--- config.mk ---
export PLATFORM = sky130hd
export DESIGN_NAME = lcpu_merge
export DESIGN_NICKNAME = d
export VERILOG_FILES = /design/src/rtl/lcpu_pkg.sv /design/src/rtl/lcpu_merge.sv
export SDC_FILE = /design/constraint.sdc
export NUM_CORES = 2
export LEC_CHECK = 0
export BUFFER_PORTS_ARGS = -buffer_cell sky130_fd_sc_hd__buf_2
export CAP_MARGIN = 20
export CORE_MARGIN = 10
export CORE_UTILIZATION = 59
export CTS_BUF_LIST = sky130_fd_sc_hd__clkbuf_16
export DETAILED_ROUTE_END_ITERATION = 6
export GPL_TIMING_DRIVEN = 0
export PLACE_DENSITY = 0.78
export SLEW_MARGIN = 40
export SYNTH_ARGS = -nofsm -noshare
export SYNTH_HDL_FRONTEND = slang
export SYNTH_SLANG_ARGS = --single-unit
--- constraint.sdc ---
create_clock -name i_clk -period 25.4 [get_ports i_clk]
set_clock_uncertainty 0.1 [all_clocks]
set_input_delay 3.81 -clock i_clk [delete_from_list [all_inputs] [get_ports i_clk]]
set_output_delay 3.81 -clock i_clk [all_outputs]
set_load 0.02 [all_outputs]
--- src/rtl/lcpu_pkg.sv ---
`timescale 1ns / 1ps
// ----------------------------------------------------------------------------
// LSTM pointwise update package
// Shared types, constants and the piecewise-linear activation functions.
// ----------------------------------------------------------------------------
package lcpu_pkg;

    localparam int GATES = 4;
    localparam int ONE_Q12 = 4096;

    // gate order in the bias memory and the lanes
    localparam int GATE_I = 0;
    localparam int GATE_G = 1;
    localparam int GATE_F = 2;
    localparam int GATE_O = 3;

    localparam logic CMD_COMPUTE = 1'b0;
    localparam logic CMD_LOAD    = 1'b1;

    localparam logic [1:0] REG_HIDDEN_SIZE = 2'd0;
    localparam logic [1:0] REG_TRAINING    = 2'd1;
    localparam logic [1:0] REG_ZO_ENABLE   = 2'd2;
    localparam logic [1:0] REG_ZO_PROB     = 2'd3;
    localparam int CFG_IDX_W = 2;
    localparam int CFG_DATA_W = 16;

    typedef enum logic [2:0] {
        ST_IDLE,
        ST_READ,
        ST_ACT,
        ST_CELL,
        ST_TANH,
        ST_HID,
        ST_ZONE,
        ST_OUT
    } t_state;

    typedef struct packed {
        logic training;
        logic zo_enable;
        logic [15:0] zo_prob;
    } t_cfg;

    function automatic logic signed [15:0] sat16(input logic signed [33:0] v);
        if (v > 34'sd32767) return 16'sh7fff;
        else if (v < -34'sd32768) return 16'sh8000;
        else return v[15:0];
    endfunction

    // sigmoid of a non-negative Q3.12 magnitude (up to 17 bits for tanh)
    function automatic logic [12:0] sigm_pos(input logic [16:0] a);
        logic [16:0] y;
        if (a >= 17'd20480) y = 17'd4096;
        else if (a >= 17'd9728) y = (a >> 5) + 17'd3456;
        else if (a >= 17'd4096) y = (a >> 3) + 17'd2560;
        else y = (a >> 2) + 17'd2048;
        return y[12:0];
    endfunction

    function automatic logic [12:0] sigm(input logic signed [15:0] x);
        logic [16:0] a;
        logic [12:0] y;
        a = x[15] ? 17'(-$signed({x[15], x})) : 17'({1'b0, x});
        y = sigm_pos(a);
        return x[15] ? 13'(13'd4096 - y) : y;
    endfunction

    function automatic logic signed [13:0] tanh_pwl(input logic signed [15:0] x);
        logic [16:0] a;
        logic signed [14:0] y;
        a = x[15] ? 17'(-$signed({x[15], x})) : 17'({1'b0, x});
        y = $signed({1'b0, sigm_pos(17'(a << 1)), 1'b0}) - 15'sd4096;
        return x[15] ? 14'(-y) : 14'(y);
    endfunction

endpackage

--- src/rtl/lcpu_merge.sv ---
`timescale 1ns / 1ps
// ----------------------------------------------------------------------------
// LSTM merge stage
// Combines the four gate values into c_new, h_new and applies zoneout.
// ----------------------------------------------------------------------------
module lcpu_merge (
    input  logic               i_clk,
    input  lcpu_pkg::t_state   i_state,
    input  lcpu_pkg::t_cfg     i_cfg,
    input  logic signed [13:0] i_gi,
    input  logic signed [13:0] i_gg,
    input  logic signed [13:0] i_gf,
    input  logic signed [13:0] i_go,
    input  logic signed [15:0] i_h_prev,
    input  logic signed [15:0] i_c_prev,
    input  logic [12:0]        i_mask,
    output logic signed [15:0] o_h,
    output logic signed [15:0] o_c
);
    logic signed [31:0] r_p0, r_p1, n_p0, n_p1;
    logic signed [15:0] r_c, r_h, n_c, n_h;
    logic signed [33:0] w_sum;
    logic signed [16:0] w_diff;
    logic [12:0] w_mask;
    logic signed [13:0] w_tc;

    assign w_sum = 34'(r_p0) + 34'(r_p1);
    assign w_diff = 17'(r_h) - 17'(i_h_prev);
    assign w_mask = (i_mask > 13'd4096) ? 13'd4096 : i_mask;
    assign w_tc = lcpu_pkg::tanh_pwl(r_c);

    always_comb begin
        n_p0 = r_p0;
        n_p1 = r_p1;
        n_c = r_c;
        n_h = r_h;
        unique case (i_state)
            lcpu_pkg::ST_ACT: begin
                n_p0 = 32'(i_gf) * 32'(i_c_prev);
                n_p1 = 32'(i_gi) * 32'(i_gg);
            end
            lcpu_pkg::ST_CELL: begin
                n_c = lcpu_pkg::sat16((w_sum + 34'sd2048) >>> 12);
            end
            // r_c holds the new cell value here
            lcpu_pkg::ST_TANH: begin
                n_p0 = 32'(i_go) * 32'(w_tc);
            end
            lcpu_pkg::ST_HID: begin
                n_h = lcpu_pkg::sat16((34'(r_p0) + 34'sd2048) >>> 12);
            end
            lcpu_pkg::ST_ZONE: begin
                if (i_cfg.training) begin
                    n_p0 = 32'(w_diff) * $signed({19'd0, w_mask});
                    n_p1 = 32'(i_h_prev) <<< 12;
                end else begin
                    n_p0 = $signed({16'd0, i_cfg.zo_prob}) * 32'(i_h_prev);
                    n_p1 = $signed({15'd0, 17'(17'h10000 - {1'b0, i_cfg.zo_prob})})
                           * 32'(r_h);
                end
            end
            default: ;
        endcase
    end

    logic signed [49:0] w_zsum;
    logic signed [15:0] w_zh;
    always_comb begin
        if (i_cfg.training) begin
            w_zsum = 50'(w_sum);
            w_zh = lcpu_pkg::sat16(34'((w_zsum + 50'sd2048) >>> 12));
        end else begin
            w_zsum = 50'(r_p0) + 50'(r_p1);
            w_zh = lcpu_pkg::sat16(34'((w_zsum + 50'sd32768) >>> 16));
        end
    end

    always_ff @(posedge i_clk) begin
        r_p0 <= n_p0;
        r_p1 <= n_p1;
        r_c <= n_c;
        r_h <= (i_state == lcpu_pkg::ST_OUT && i_cfg.zo_enable) ? r_h : n_h;
    end

    assign o_c = r_c;
    assign o_h = i_cfg.zo_enable ? w_zh : r_h;
endmodule

* Word-level counts from Yosys, hierarchy flattened
Index checks and enable logic that the tools add are counted.
Word-level totals: word-level logic and storage cells 65, register bits 96, output and inout port bits 32, input bits 123
Operators by class: $add $sub $neg 14, $lt $le $gt $ge 12, multiply operators 6, equal/unequal tests 6, bitwise logic cells 1, mux-type cells 18, reduce and logical (&&, ||, !) cells 4
Operator list (count):
- $mux 16 | 9
- $pmux 32 s3 | 1
- $add 33x13->34 const B | 2
- $add 32x32->33 | 2
- $mux 32 | 2
- $pmux 32 s2 | 1
- $mul 14x14->28 | 2
- $mux 13 | 4
- $gt 22x16->1 const B | 2
- $lt 22x16->1 const B | 2
- $add 33x17->34 const B | 1
- $add 32x13->33 const B | 1
- $mul 17x16->32 | 1
- $mul 18x16->32 | 1
- $mul 17x14->31 | 1
- $mul 14x16->30 | 1
- $add 13x12->13 const B | 2
- $gt 21x16->1 const B | 1
- $lt 21x16->1 const B | 1
- $gt 18x16->1 const B | 1
- $lt 18x16->1 const B | 1
- $ge 17x13->1 const B | 1
- $ge 17x14->1 const B | 1
- $ge 17x15->1 const B | 1
- other kinds (15) | 19

* Depth between registers and ports, before layout
depth in word-level cells 11, mapped depth 42, mapped depth without buffers 42

* Worst setup path after synthesis
No wires, ideal clock.
kind input port to flip-flop, from input port i_h_prev[2], to register r_p0[30], data pin, arrival 12280 ps, path buffers 1, slack 12737 ps, cell stages on the path 35, path through clkbuf_1 inv_1 ha_1 o21ai_0 a21boi_0 o21ai_0 a21boi_0 o21ai_0 a21boi_0 o21ai_0 a21oi_1 nand2_1 a211oi_1 nand2_1 fa_1 inv_1 fa_1 fa_1 inv_1 fa_1 inv_1 fa_1 fa_1 ha_1 and3_1 a221oi_1 inv_1 a2111o_1 a21boi_0 a21oi_1 a31o_2 a21o_1 a21oi_1 xnor2_1 o221ai_1
On the way: longest elaborated chain between the ends 4, elaborated cells between the ends (all ways) 5, classes of those cells 1 x add/sub; 2 x mul; 2 x mux
RTL lines:
- start, declared | line lcpu_merge.sv:14 | input logic signed [15:0] i_h_prev,
- $sub 16x16->17 | line lcpu_merge.sv:28 | assign w_diff = 17'(r_h) - 17'(i_h_prev);
- $mul 17x14->31 | line lcpu_merge.sv:54 | n_p0 = 32'(w_diff) * $signed({19'd0, w_mask});
- $mux 32 * | line lcpu_merge.sv:53 | if (i_cfg.training) begin
- $pmux 32 s3 * | line lcpu_merge.sv:37 | unique case (i_state)
- via n_p0[30] | line lcpu_merge.sv:20 | logic signed [31:0] r_p0, r_p1, n_p0, n_p1;
- end signal, assigned | line lcpu_merge.sv:79 | r_p0 <= n_p0;
- end, declared | line lcpu_merge.sv:20
Mark *: on every way through the listed nets, which the timed path passes. The rest lies on a longest branch. A chain may end at the register's enable or synchronous reset.

* Worst setup path in the final report
from input port i_h_prev[2], to register r_p0[31], data pin
Same word-level chain as after synthesis.

==> metrics.yaml <==
placement:
  place_congestion: 1.039
  portBuffers: 134
  hpwl_mm: 157.8
  dp_slack_ns: 10.75
  dpl_cell_area_sq_um: 61020
sta:
  setup_viol_count_final: 0
  final_hold_viol_count: 0
  tightest_slew_ns: 0.9754
  fmax_mhz: 68.24
  maxSlewHeadroom_pct: 34.97
  rsz0062_at_grt: "false"
  timing.final.crit_share_pct: 57.69
  final_max_slew_viol_count: 0
  worst_slack_ns: 10.75
  finalCriticalPeriod_ns: 14.65
  setup_tns_ns: 0
global_routing:
  globalRouteTotalUtil_pct: 33.16
  antenna_found_initial: 21
  busiest_layer: "met2"
  use_met2_pct: 51.61
  use_met1_pct: 42.82
  grt_use_met3_pct: 8.363
  grt_max_degree: 33
  grt_pass1_wl_mm: 286.1
  gr-total-overflow: 0
  grt_pass1_vias: 49738
yosys:
  synth-edff-count: 96
  synthFlopType: "edfxtp_1"
  yosysWarnings: 0
  synth-simple-area-share_pct: 16.49
  synth_mux_area_share_pct: 0.2136
  synth.distinct_cells: 98
  netlist_area_sq_um: 58580
  synthCells: 6591
  synth_nets: 8546
  synth_top_family_by_area: "adder cells"
  synth_seq_cells: 96
  synth_compound_area_share_pct: 9.024
  async_flop_share_pct: 0
  syn_area_per_cell_sq_um: 8.888
  ys_seq_area_share_pct: 4.921
  synthAdderAreaFrac_pct: 54.93
  synth_xor_area_share_pct: 4.319
cts:
  clk_latency_ns: 0.40
  ctsResizeCount: 0
  cts_max_path_buffers: 2
  cts_tree: "built"
  cts_sinks: 96
  cts_buffers: 9
  cts_setup_buffers: 0
  cts-root-buf: "clkbuf_16"
  cts-hold-fix-buffers: 0
  htree_levels: 3
  cts.clk_slew.worst_paths_ns: 0.09
routing:
  vias: 47934
  firstDrtPassIters: 7
  antenna_left: 0
  drt_first_iter_violations: 5092
  drc: 0
  detail_route.wl_per_cell_microns: 22.89
  routed_wl_mm: 184.1
  routed_via_density: 5.959
floorplan:
  pin_count: 155
  start_util_pct: 59.52
  core_area_sq_um: 98420
  die_h_microns: 335.1
  die_w_microns: 335.1
  die_area_sq_um: 112300
  rows: 115
setup_path:
  slowest_delay_ns: 0.79
  critPathKind: "primary input to flip-flop"
  cpMostUsedCell: "fa_1"
  cp_top_family: "compound AO/OA/AOI/OAI gates"
  critPathMaxFanout: 10
  critPathLaunchType: "primary input"
  worst-path-buf-inv: 7
  critPathRequiredTime_ns: 25.39
  cp.arrival_ns: 14.64
  crit_path_end_kind: "flip-flop"
  slowest_stage: "xor2_1"
hold_path:
  worstHoldPathType: "flip-flop to flip-flop"
finish:
  final-seq-area_sq_um: 2883
  multi_input_area_sq_um: 49950
  area_growth_pct: 4.863
  fin_util_pct: 62.42
  final_cell_mix: "inv_1 (1304), fa_1 (1233), nand2_1 (896)"
  fill_cells: 8419
  fin_nets: 8695
  final_common_cell: "inv_1"
  layout-drive-gt1-share_pct: 3.929
  fin_area_sq_um: 61430
flow_run:
  drv_cap: 0
run_status:
  status: "finished, final reports clean"
==> stage by stage <==
stage / cells / hold slack [ns]
after floorplan: 6591 / 0.5635
after global placement: 8012 / 0.7438
after global routing: 8037 / 0.8671
after CTS: 8032 / 0.8072
after detailed placement: 8016 / 0.7888
final: 8044 / 0.8094
==> final cells by class <==
| type | instances | share of cell area, % |
|---|---|---|
| Antenna cell | 12 | 0.04888 |
| Buffer | 264 | 1.668 |
| Clock buffer | 9 | 0.3666 |
| Clock inverter | 7 | 0.1304 |
| Inverter | 1305 | 7.974 |
| Multi-Input combinational cell | 4926 | 81.32 |
| Sequential cell | 96 | 4.693 |
| Tap cell | 1287 | 2.621 |
| Timing Repair Buffer | 138 | 1.177 |
==> routing by layer <==
metal / vias to the layer above / share of wire (%)
met2: 2623 / 44
met4: 10 / 6.3
li1: 20772 / -
met1: 23934 / 38
met3: 595 / 12
met5: - / 0.035
==> kinds of logic (layout without fill, tap and decap cells) <==
| family | after synthesis | count (layout) |
|---|---|---|
| and+or+nand+nor | 2013 | 2013 |
| adders and majority gates | 1832 | 1832 |
| buffers and inverters | 1569 | 1723 |
| AOI/OAI and AO/OA | 781 | 781 |
| xor gates and xnor gates | 288 | 288 |
| DFF | 96 | 96 |
| muxes | 12 | 12 |
| other | 0 | 12 |
==> tightest hold or removal path, delay by kind of cell (launching register included) <==
family	cells	cell delay, ns
AO/OA/AOI/OAI	1	0.13
flip-flops	1	0.54
XOR/XNOR	1	0.13
==> registers in the layout, indices dropped and copies added (netlist names) <==
signal	count
o_c	16
r_h	16
r_p0	32
r_p1	32
==> Yosys cell counts (all sizes together) (11+ instances only) <==
library cell     n  share of area, %
inv           1305               8.4
fa            1233                42
nand2          897               5.8
ha             599                13
and2           408               4.4
nor2           264               1.7
clkbuf         241               1.5
xnor2          191               2.9
a21oi          189               1.6
o21ai          166               1.4
nand2b         100               1.1
xor2            97               1.5
edfxtp          96               4.9
a21o            86               1.1
nor2b           74              0.79
nand3           63              0.55
nor3            51              0.44
a31oi           36              0.40
a211oi          34              0.46
and3            32              0.34
o211ai          26              0.35
o21a            25              0.32
buf             23              0.20
nand4           22              0.23
or2             22              0.24
o21bai          21              0.27
or3             20              0.21
o31ai           18              0.25
o221ai          14              0.21
o22ai           14              0.15
a21boi          13              0.17
nor4            12              0.13
a41oi           11              0.16
==> final timing paths <==
| kind | from | endpoint | slack [ns] | cells past startpoint |
|---|---|---|---|---|
| worst max register to register | o_c[0]$_SDFFCE_PP1N_ | r_p0[25]$_DFFE_PP_ | 12.96 | 41 |
| worst min-delay path | r_p0[21]$_DFFE_PP_ | r_h[9]$_SDFFCE_PN1P_ | 0.81 | 2 |
| worst min register to register | r_p0[21]$_DFFE_PP_ | r_h[9]$_SDFFCE_PN1P_ | 0.81 | 2 |
| worst max-delay path | i_h_prev[2] | r_p0[31]$_DFFE_PP_ | 10.75 | 35 |
Power is not shown: default switching activity piles up to over one toggle a cycle in this logic, so the estimate is an artifact.
