$ cat config.mk
export PLATFORM = sky130hd
export DESIGN_NAME = lcpu_lane
export DESIGN_NICKNAME = d
export VERILOG_FILES = /design/src/rtl/lcpu_pkg.sv /design/src/rtl/lcpu_lane.sv
export SDC_FILE = /design/constraint.sdc
export NUM_CORES = 1
export LEC_CHECK = 0
export ABC_AREA = 1
export BUFFER_PORTS_ARGS = -buffer_cell sky130_fd_sc_hd__buf_2
export CORE_MARGIN = 2
export CORE_UTILIZATION = 52
export CTS_CLUSTER_DIAMETER = 30
export DETAILED_ROUTE_END_ITERATION = 10
export PLACE_DENSITY = 0.79
export SLEW_MARGIN = 20
export SYNTH_ARGS = -nofsm -noshare
export SYNTH_HDL_FRONTEND = slang
export SYNTH_SLANG_ARGS = --single-unit
$ cat constraint.sdc
create_clock -name i_clk -period 5.04 [get_ports i_clk]
set_input_delay 0.252 -clock i_clk [delete_from_list [all_inputs] [get_ports i_clk]]
set_output_delay 0.252 -clock i_clk [all_outputs]
set_load 0.02 [all_outputs]
$ cat src/rtl/lcpu_pkg.sv
`timescale 1ns / 1ps
// ----------------------------------------------------------------------------
// LSTM pointwise update package
// Shared types, constants and the piecewise-linear activation functions.
// ----------------------------------------------------------------------------
package lcpu_pkg;

    localparam int GATES = 4;
    localparam int ONE_Q12 = 4096;

    // gate order in the bias memory and the lanes
    localparam int GATE_I = 0;
    localparam int GATE_G = 1;
    localparam int GATE_F = 2;
    localparam int GATE_O = 3;

    localparam logic CMD_COMPUTE = 1'b0;
    localparam logic CMD_LOAD    = 1'b1;

    localparam logic [1:0] REG_HIDDEN_SIZE = 2'd0;
    localparam logic [1:0] REG_TRAINING    = 2'd1;
    localparam logic [1:0] REG_ZO_ENABLE   = 2'd2;
    localparam logic [1:0] REG_ZO_PROB     = 2'd3;
    localparam int CFG_IDX_W = 2;
    localparam int CFG_DATA_W = 16;

    typedef enum logic [2:0] {
        ST_IDLE,
        ST_READ,
        ST_ACT,
        ST_CELL,
        ST_TANH,
        ST_HID,
        ST_ZONE,
        ST_OUT
    } t_state;

    typedef struct packed {
        logic training;
        logic zo_enable;
        logic [15:0] zo_prob;
    } t_cfg;

    function automatic logic signed [15:0] sat16(input logic signed [33:0] v);
        if (v > 34'sd32767) return 16'sh7fff;
        else if (v < -34'sd32768) return 16'sh8000;
        else return v[15:0];
    endfunction

    // sigmoid of a non-negative Q3.12 magnitude (up to 17 bits for tanh)
    function automatic logic [12:0] sigm_pos(input logic [16:0] a);
        logic [16:0] y;
        if (a >= 17'd20480) y = 17'd4096;
        else if (a >= 17'd9728) y = (a >> 5) + 17'd3456;
        else if (a >= 17'd4096) y = (a >> 3) + 17'd2560;
        else y = (a >> 2) + 17'd2048;
        return y[12:0];
    endfunction

    function automatic logic [12:0] sigm(input logic signed [15:0] x);
        logic [16:0] a;
        logic [12:0] y;
        a = x[15] ? 17'(-$signed({x[15], x})) : 17'({1'b0, x});
        y = sigm_pos(a);
        return x[15] ? 13'(13'd4096 - y) : y;
    endfunction

    function automatic logic signed [13:0] tanh_pwl(input logic signed [15:0] x);
        logic [16:0] a;
        logic signed [14:0] y;
        a = x[15] ? 17'(-$signed({x[15], x})) : 17'({1'b0, x});
        y = $signed({1'b0, sigm_pos(17'(a << 1)), 1'b0}) - 15'sd4096;
        return x[15] ? 14'(-y) : 14'(y);
    endfunction

endpackage

$ cat src/rtl/lcpu_lane.sv
`timescale 1ns / 1ps
// ----------------------------------------------------------------------------
// LSTM gate lane
// Adds input term, recurrent term and bias, saturates, applies activation.
// ----------------------------------------------------------------------------
module lcpu_lane #(
    parameter bit IS_TANH = 1'b0
) (
    input  logic               i_clk,
    input  logic               i_en,
    input  logic signed [15:0] i_wx,
    input  logic signed [15:0] i_rh,
    input  logic signed [15:0] i_bias,
    output logic signed [13:0] o_act
);
    logic signed [15:0] w_pre;
    logic signed [13:0] r_act;

    assign w_pre = lcpu_pkg::sat16(34'(i_wx) + 34'(i_rh) + 34'(i_bias));

    always_ff @(posedge i_clk) begin
        if (i_en) begin
            if (IS_TANH) r_act <= lcpu_pkg::tanh_pwl(w_pre);
            else r_act <= $signed({1'b0, lcpu_pkg::sigm(w_pre)});
        end
    end

    assign o_act = r_act;
endmodule

# == Word-level counts from Yosys, hierarchy flattened ==
# Index checks and enable logic that the tools add are counted.
# classes
add_sub_neg,7
multipliers,0
n_div,0
order_cmp,5
n_eq_ne,0
shift,0
mux,8
bitwise,0
reduce_logical,0
# op_table
operator,count
$mux W13,5
$mux W16,2
$add A13 B12 Y13 const B,2
$add A17 B16 Y18,1
$gt A18 B16 Y1 const B,1
$lt A18 B16 Y1 const B,1
$add A16 B16 Y17,1
$ge A17 B13 Y1 const B,1
$ge A17 B14 Y1 const B,1
$ge A17 B15 Y1 const B,1
$mux W17,1
$neg A16 Y17,1
$add A12 B12 Y13 const B,1
$sub A13 B13 Y13 const A,1
# totals
reg_bits,13
latch_bits,0
ramBits,0
mem_bits_ro,0
out_inout_bits,14
wordCells,21
n_memories,0

# == Longest topological paths before layout ==
# Gate-level depths: netlist (run 1).
# logic_depth
depth_word,14
ltp_mapped,44

# == Worst setup path after synthesis (run 1) ==
# OpenSTA, ideal clock, no wires.
# synth_timing
path_kind,input -> register
from,input i_wx[1]
to,"register r_act[12] (netlist: o_act[12]), data pin"
setup_time_ps,249
arrival_ps,4820
path_slack_ps,-29
cell_stages,42
path_buffers,3
path_cell_list,inv_1 fa_1 inv_1 ha_1 fa_1 nand3_1 nand2_1 nand2_1 nand2_2 nand3_2 nand2_1 nand2_1 nand2_2 buf_6 inv_6 nand2_8 buf_8 and2_1 [6 not listed] nand2_2 inv_2 ha_1 nand4_1 nor2_1 nand3_2 buf_4 nand3b_1 nand3_1 nand2_2 ha_1 nand2_1 nor2_1 nand2_1 inv_1 nand3_1 nand2_1 inv_1
# synth_via
elab_chain_len,14
elab_cells_between_ends,20
classes_between,7 x add/sub; 5 x order compare; 8 x mux
# synth_lines
element,line,text
"start, declared",lcpu_lane.sv:11,"input logic signed [15:0] i_wx,"
$add A16 B16 Y17 *,lcpu_lane.sv:19,assign w_pre = lcpu_pkg::sat16(34'(i_wx) + 34'(i_rh) + 34'(i_bias));
$add A17 B16 Y18 *,lcpu_lane.sv:19,
$lt A18 B16 Y1,lcpu_pkg.sv:46,else if (v < -34'sd32768) return 16'sh8000;
$mux W16,lcpu_pkg.sv:46,
$mux W16 *,lcpu_pkg.sv:45,if (v > 34'sd32767) return 16'sh7fff;
$neg A16 Y17,lcpu_pkg.sv:63,"a = x[15] ? 17'(-$signed({x[15], x})) : 17'({1'b0, x});"
$mux W17,lcpu_pkg.sv:63,
"$ge A17 B13 Y1, or another cell as far along",lcpu_pkg.sv:55,else if (a >= 17'd4096) y = (a >> 3) + 17'd2560;
$mux W13,lcpu_pkg.sv:55,
$mux W13,lcpu_pkg.sv:54,else if (a >= 17'd9728) y = (a >> 5) + 17'd3456;
$mux W13,lcpu_pkg.sv:53,if (a >= 17'd20480) y = 17'd4096;
$mux W13,lcpu_lane.sv:22,if (i_en) begin
$sub A13 B13 Y13,lcpu_pkg.sv:65,return x[15] ? 13'(13'd4096 - y) : y;
$mux W13 *,lcpu_pkg.sv:65,
"end signal, assigned",lcpu_lane.sv:23,if (IS_TANH) r_act <= lcpu_pkg::tanh_pwl(w_pre);
"end signal, assigned",lcpu_lane.sv:24,"else r_act <= $signed({1'b0, lcpu_pkg::sigm(w_pre)});"
"end, declared",lcpu_lane.sv:17,logic signed [13:0] r_act;
# Every way passes the cells marked *; elsewhere a longest branch is shown, timed or not. The select of a mux whose other input is x is not followed.
# A chain may end at the register's enable or synchronous reset.

# == Worst setup path after layout (run 1) ==
# layout_timing
from,input i_wx[5]
to,"register r_act[8] (netlist: o_act[8]), data pin"
# The elaborated chain is that of the path after synthesis.

==> results of run 1 <==
[cells by family after synthesis]
kind of cell             Yosys count  share of synthesized area
AO/OA/AOI/OAI                     28                     0.0484
XOR/XNOR                          21                     0.0569
adder cells (fa/ha/maj)           40                      0.187
buffers and inverters             92                      0.122
flip-flops                        13                      0.116
other                              1                    0.00112
AND/OR/NAND/NOR                  337                      0.469
[through the flow]
step | hold slack [ps] | cells
final | 412 | 728
after global routing | 405 | 728
after CTS | 412 | 706
after detailed placement | 657 | 702
after global placement | 644 | 702
after floorplan | 364 | 532
[path summary, 6_finish.rpt]
path | start | to | slack [ps] | cells after the start
worst max-delay path | i_wx[5] | o_act[8]$_DFFE_PP_ | 90 | 34
worst min-delay path | i_en | o_act[4]$_DFFE_PP_ | 410 | 1
[routing by layer]
metal / up-vias / GRT usage
met3: 39 / 0.0167
met1: 1874 / 0.338
met5: - / 0
met2: 214 / 0.452
met4: 0 / 0.0375
li1: 1917 / -
[cells in the mapped netlist]
master,instances
nand3_2,10
clkinv_1,1
xor2_1,13
nor2_4,2
conb_1,1
nor2_2,5
nand2_4,1
ha_1,23
fa_1,17
or2_2,1
buf_1,1
nor2_1,35
o21ai_2,4
nand4_2,1
a21oi_1,15
a31oi_1,1
a221oi_1,1
buf_8,1
nand2_8,1
nor3_1,6
inv_2,8
o21ai_1,1
xor2_2,1
nand3b_1,5
xnor2_1,7
clkbuf_1,2
inv_1,69
nand2_1,172
o21ai_0,5
buf_4,2
or2_0,1
o21bai_1,1
nand4_1,4
and2_1,1
clkinv_2,1
buf_6,5
inv_6,1
nand3_1,67
and3_1,2
buf_2,1
nand2_2,23
edfxtp_1,13
[repair_timing]
item / CTS / global route
setup buffers: 0 / 18
setup endpoints to repair: 5 / 12
cloned: 0 / 4
gates resized for setup: 4 / 103
pin swaps: 1 / 48
[area by class of cell]
type                            count  share of cell area
Multi-Input combinational cell    428               0.631
Clock buffer                        4             0.00953
Sequential cell                    13              0.0826
Timing Repair Buffer              126               0.191
Tap cell                           77              0.0204
Inverter                           80              0.0662
==> metrics.md, run 1 <==
| Metric | Value |
|---|---|
| Dominant cell type by area after synthesis | nand2_1 |
| Initial DRC count | 355 |
| Distinct cells, synth | 42 |
| Max reg flops | 13 |
| Die area | 7130 sq um |
| Startpoint types | primary input |
| Area grow syn2layout | 40.6% |
| Yosys top cell area share | 0.192 |
| Placed inst area | 4020 sq um |
| Sequential share of the synthesized area | 0.116 |
| Fillers | 456 |
| Pre-CTS WS | -293 ps |
| Number of vias in the routed layout | 4044 |
| Outcome | finished clean |
| CP Capture Type | flop |
| Post-layout net count | 742 |
| H-tree lvl count | 1 |
| Largest net degree at the start of global routing | 37 |
| Final setup fails | 0 |
| Die X | 84.4 um |
| Min Tclk post-route | 4950 ps |
| CP Buf/Inv Count | 3 |
| Fin crit share | 0.982 |
| # rows | 29 |
| Max incr delay on CP | 500 ps |
| DR WL met2 | 5.30 mm |
| Req. time, crit path | 5040 ps |
| WP data arrival | 4950 ps |
| Most frequent cells in the layout | nand2_1, inv_1, buf_2 |
| Final Max Tran Viols | 0 |
| Chip height | 84.4 um |
| CTS Hold Bufs | 0 |
| Drt drc | 0 |
| Total gr overflow | 0 |
| Top Family by Delay on Critical Path | simple AND/OR/NAND/NOR gates |
| Core ar. | 6310 sq um |
| Initial antenna violation count | 0 |
| M1 WL | 4.27 mm |
| Hold Path Class | in2reg |
| Root Buffer | clkbuf_8 |
| GRT Total Usage | 0.251 |
| Met3 WL post-DR | 892 um |
| CTS tree | done |
| Fin util | 0.749 |
| CTS Sinks | 13 |
| ANT nets after route | 0 |
| CTS Buf Count | 3 |
| Area of the multi-input gates | 2980 sq um |
| Final Worst Setup Slack | 89.6 ps |
| Ys Warns | 0 |
| Port Buffers | 62 |
| Clk buf depth | 2 |
| CP max stage cell | fa_1 |
| Drt pass-1 iters | 5 |
| Commonest non-fill, non-tap cell in the layout | nand2_1 |
| Top routing layer in use | met4 |
| Mapped Cells | 532 |
| Synthesized area per cell | 6.32 sq um |
| First-pass GRT wire length | 15.3 mm |
| Synthesized cell area | 3360 sq um |
| Fin. Hold Viols | 0 |
| Post-Syn Nets | 622 |
| Initial Utilization | 0.533 |
| Register bit total from synthesis | 13 |
| CP Class | in2reg |
| Top cell by count, worst path | nand2_1 |
| Setup TNS | 0 ps |
| I/O pins | 64 |
| Clk pin slew, worst setup/hold paths | 60 ps |
| Share of cells above drive strength 1 | 0.387 |
| Final non-filler cell area | 4730 sq um |
| Register Area | 390 sq um |
| Synth area leaders | nand2_1, edfxtp_1, fa_1 |
| Vias in the first global route | 3555 |
| Post-DP HPWL | 7.39 mm |
| Final wirelength | 10.7 mm |
| WL per Instance | 14.7 um |
| Max Freq | 202 MHz |
| CP Max Fanout | 6 |
| Max-capacitance violation count | 0 |
| Antenna Diode Count | 0 |
| Via density | 5.55 |
| GPL Wtd Cong | 0.926 |
Power of run 1 is not shown: default switching activity piles up to over one toggle a cycle in this logic, so the estimate is an artifact.
==> inputs of run 2 (changes only) <==
--- a/config.mk
+++ b/config.mk
@@ -9,9 +9,9 @@
 export BUFFER_PORTS_ARGS = -buffer_cell sky130_fd_sc_hd__buf_2
 export CORE_MARGIN = 2
 export CORE_UTILIZATION = 52
-export CTS_CLUSTER_DIAMETER = 30
 export DETAILED_ROUTE_END_ITERATION = 10
 export PLACE_DENSITY = 0.79
+export RECOVER_POWER = 25
 export SLEW_MARGIN = 20
 export SYNTH_ARGS = -nofsm -noshare
 export SYNTH_HDL_FRONTEND = slang
==> metrics.md, run 2 (same netlist as run 1, synthesis figures left out) <==
| Metric | Value |
|---|---|
| WP data arrival | 4940 ps (about the same) |
| Max-capacitance violation count | 0 (unchanged) |
| Share of cells above drive strength 1 | 0.386 (-0.00154) |
| Largest net degree at the start of global routing | 37 (unchanged) |
| Min Tclk post-route | 4950 ps (-4.25 ps) |
| Drt pass-1 iters | 5 (unchanged) |
| Top cell by count, worst path | nand2_1 |
| CTS Buf Count | 3 (unchanged) |
| Initial DRC count | 355 (unchanged) |
| WL per Instance | 14.7 um (about the same) |
| Area of the multi-input gates | 2980 sq um (unchanged) |
| First-pass GRT wire length | 15.3 mm (unchanged) |
| CP Buf/Inv Count | 3 (unchanged) |
| CP Class | in2reg |
| Outcome | finished clean |
| Drt drc | 0 (unchanged) |
| Clk buf depth | 2 (unchanged) |
| Pre-CTS WS | -293 ps (unchanged) |
| CP max stage cell | fa_1 |
| Initial Utilization | 0.533 (unchanged) |
| Area grow syn2layout | 40.6% (about the same) |
| Vias in the first global route | 3555 (unchanged) |
| Final setup fails | 0 (unchanged) |
| Antenna Diode Count | 0 (unchanged) |
| Final non-filler cell area | 4730 sq um (about the same) |
| Die X | 84.4 um (unchanged) |
| GRT Total Usage | 0.251 (unchanged) |
| Max incr delay on CP | 500 ps (about the same) |
| H-tree lvl count | 1 (unchanged) |
| Post-layout net count | 742 (unchanged) |
| Register Area | 390 sq um (unchanged) |
| CP Max Fanout | 6 (unchanged) |
| CTS Sinks | 13 (unchanged) |
| Total gr overflow | 0 (unchanged) |
| Worst Hold Slack | 588 ps (+176 ps) |
| Fillers | 457 (+0.22%) |
| Req. time, crit path | 5040 ps (about the same) |
| Core ar. | 6310 sq um (unchanged) |
| Final Max Tran Viols | 0 (unchanged) |
| Initial antenna violation count | 0 (unchanged) |
| Max reg flops | 13 (unchanged) |
| Setup TNS | 0 ps (unchanged) |
| Startpoint types | primary input |
| Number of vias in the routed layout | 4037 (-0.17%) |
| Placed inst area | 4020 sq um (unchanged) |
| Chip height | 84.4 um (unchanged) |
| CTS tree | done |
| Worst-margin pin slew | 727 ps |
| Fin. Hold Viols | 0 (unchanged) |
| Max Freq | 202 MHz (about the same) |
| Die area | 7130 sq um (unchanged) |
| Post-DP HPWL | 7.39 mm (unchanged) |
| Root Buffer | clkbuf_8 |
| GPL Wtd Cong | 0.926 (unchanged) |
| CTS Hold Bufs | 0 (unchanged) |
| Port Buffers | 62 (unchanged) |
| Fin crit share | 0.981 (about the same) |
| CP Capture Type | flop |
| Commonest non-fill, non-tap cell in the layout | nand2_1 |
| Slew margin rel. | 0.516 |
| Via density | 5.55 (-0.17%) |
| Hold Path Class | in2reg |
| ANT nets after route | 0 (unchanged) |
| Final wirelength | 10.7 mm (about the same) |
| # rows | 29 (unchanged) |
| Clk pin slew, worst setup/hold paths | 60 ps (about the same) |
| Most frequent cells in the layout | nand2_1, inv_1, buf_2 |
| I/O pins | 64 (unchanged) |
| Top Family by Delay on Critical Path | simple AND/OR/NAND/NOR gates |
| Final Worst Setup Slack | 93.9 ps (+4.25 ps) |
## run 2: path summary, 6_finish.rpt
path                start                  to  slack (ps)  cells after the start
setup / recovery  i_wx[5]  o_act[8]$_DFFE_PP_          90                     34
hold / removal       i_en  o_act[4]$_DFFE_PP_         590                      1
## run 2: repair_timing
item | CTS | global route
buffers inserted | 0 | 18
setup endpoints to repair | 5 | 12
cloned | 0 | 4
pin swaps | 1 | 48
gates resized for setup | 4 | 103
## run 2: layout make-up
class                           count  area share
Timing Repair Buffer              126       0.191
Multi-Input combinational cell    428       0.631
Sequential cell                    13      0.0826
Clock buffer                        4     0.00953
Inverter                           80      0.0662
Tap cell                           77      0.0204
## run 2: metrics by stage
stage               std cells   util
floorplan                 532      -
global placement          702  0.636
detailed placement        702  0.636
CTS                       706  0.646
global route              728  0.749
finish                    728  0.749
## run 2: layer usage
metal | GRT usage | up-vias | routed length, um
met4 | 0.0375 | 0 | 260
met3 | 0.0167 | 37 | 888
met1 | 0.338 | 1873 | 4270
met5 | 0 | - | 0
met2 | 0.452 | 210 | 5300
li1 | - | 1917 | -
Power of run 2 is left out for the same reason.
==> inputs of run 3 (changes only) <==
--- a/config.mk
+++ b/config.mk
@@ -8,9 +8,11 @@
 export ABC_AREA = 1
 export BUFFER_PORTS_ARGS = -buffer_cell sky130_fd_sc_hd__buf_2
 export CORE_MARGIN = 2
-export CORE_UTILIZATION = 52
+export CORE_UTILIZATION = 53
+export CTS_BUF_LIST = sky130_fd_sc_hd__clkbuf_8
 export DETAILED_ROUTE_END_ITERATION = 10
-export PLACE_DENSITY = 0.79
+export MAX_ROUTING_LAYER = met4
+export PLACE_DENSITY = 0.8
 export RECOVER_POWER = 25
 export SLEW_MARGIN = 20
 export SYNTH_ARGS = -nofsm -noshare
==> metrics.md, run 3 (same netlist as run 1, synthesis figures left out) <==
| Metric | Value |
|---|---|
| Req. time, crit path | 5040 ps (about the same) |
| Most frequent cells in the layout | nand2_1, inv_1, buf_2 |
| Via density | 5.36 (-3.3%) |
| ANT nets after route | 0 (unchanged) |
| Final wirelength | 9.52 mm (-11%) |
| Die X | 83.7 um (-0.90%) |
| Slew margin rel. | 0.486 (-0.0294) |
| Top Family by Delay on Critical Path | simple AND/OR/NAND/NOR gates |
| Drt drc | 0 (unchanged) |
| H-tree lvl count | 1 (unchanged) |
| Fin. Hold Viols | 0 (unchanged) |
| Final setup fails | 0 (unchanged) |
| Port Buffers | 62 (unchanged) |
| Max reg flops | 13 (unchanged) |
| Min Tclk post-route | 4920 ps (-27.7 ps) |
| Root Buffer | clkbuf_8 |
| Die area | 7000 sq um (-1.8%) |
| Core ar. | 6240 sq um (-1.1%) |
| CTS Buf Count | 3 (unchanged) |
| Initial DRC count | 299 (-16%) |
| Clk buf depth | 2 (unchanged) |
| Worst-margin pin slew | 771 ps (+44.2 ps) |
| I/O pins | 64 (unchanged) |
| Commonest non-fill, non-tap cell in the layout | nand2_1 |
| CP Buf/Inv Count | 5 (+2) |
| CP Class | in2reg |
| Post-layout net count | 719 (-3.1%) |
| Vias in the first global route | 3392 (-4.6%) |
| Final Worst Setup Slack | 122 ps (+27.7 ps) |
| CP max stage cell | fa_1 |
| Setup TNS | 0 ps (unchanged) |
| Post-DP HPWL | 7.04 mm (-4.7%) |
| Initial Utilization | 0.539 (+0.00619) |
| CTS Sinks | 13 (unchanged) |
| Max-capacitance violation count | 0 (unchanged) |
| Number of vias in the routed layout | 3780 (-6.4%) |
| CP Capture Type | flop |
| WP data arrival | 4920 ps (-20 ps) |
| Max Freq | 203 MHz (+0.56%) |
| GPL Wtd Cong | 0.939 (+1.4%) |
| Max incr delay on CP | 530 ps (+30 ps) |
| Outcome | finished clean |
| CTS tree | done |
| Startpoint types | primary input |
| First-pass GRT wire length | 14.8 mm (-3.0%) |
| Clk pin slew, worst setup/hold paths | 60 ps (about the same) |
| Total gr overflow | 0 (unchanged) |
| Area grow syn2layout | 29.7% |
| Hold Path Class | in2reg |
| Largest net degree at the start of global routing | 37 (unchanged) |
| CP Max Fanout | 6 (unchanged) |
| # rows | 29 (unchanged) |
| WL per Instance | 13.5 um (-8.3%) |
| Final Max Tran Viols | 0 (unchanged) |
| Drt pass-1 iters | 5 (unchanged) |
| Pre-CTS WS | -239 ps (+54.0 ps) |
| Top cell by count, worst path | nand2_1 |
| Fillers | 498 (+9.0%) |
| Fin crit share | 0.976 (-0.00550) |
| GRT Total Usage | 0.253 (+0.00169) |
| Antenna Diode Count | 0 (unchanged) |
| Chip height | 83.7 um (-0.90%) |
| Initial antenna violation count | 0 (unchanged) |
| Share of cells above drive strength 1 | 0.357 (-0.0289) |
==> run 3: path summary, 6_finish.rpt <==
kind	endpoint	from	depth (start not counted)
worst max-delay path	o_act[10]$_DFFE_PP_	i_wx[1]	37
worst min-delay path	o_act[6]$_DFFE_PP_	i_en	1
==> run 3: stage by stage <==
stage,util,cells,hold WS [ps],instance area (sq um)
floorplan,-,532,364,3370
global placement,0.625,688,649,3900
detailed placement,0.625,688,658,3900
CTS,0.635,694,408,3960
global route,0.699,705,617,4360
finish,0.699,705,609,4360
==> run 3: repair_timing <==
item | 4_1_cts | 5_1_grt
hold buffers | 0 | 0
pin swaps | 1 | 34
setup endpoints to repair | 2 | 12
gates resized for setup | 1 | 83
cloned | 0 | 1
buffers inserted | 2 | 10
==> run 3: final cells by class <==
type,count,area (sq um),area share
Multi-Input combinational cell,427,2860,0.654
Timing Repair Buffer,104,666,0.153
Sequential cell,13,390,0.0895
Inverter,80,310,0.0711
Tap cell,77,96.3,0.0221
Clock buffer,3,41.3,0.00946
Clock inverter,1,3.75,0.000860
==> run 3: layer usage <==
| metal | global-route usage | part of all wire | vias to the layer above |
|---|---|---|---|
| met4 | 0.0352 | 0.017 | 0 |
| li1 | - | - | 1869 |
| met3 | 0.00989 | 0.056 | 17 |
| met1 | 0.362 | 0.44 | 1743 |
| met5 | - | 0 | - |
| met2 | 0.410 | 0.49 | 151 |
Power of run 3 is left out for the same reason.
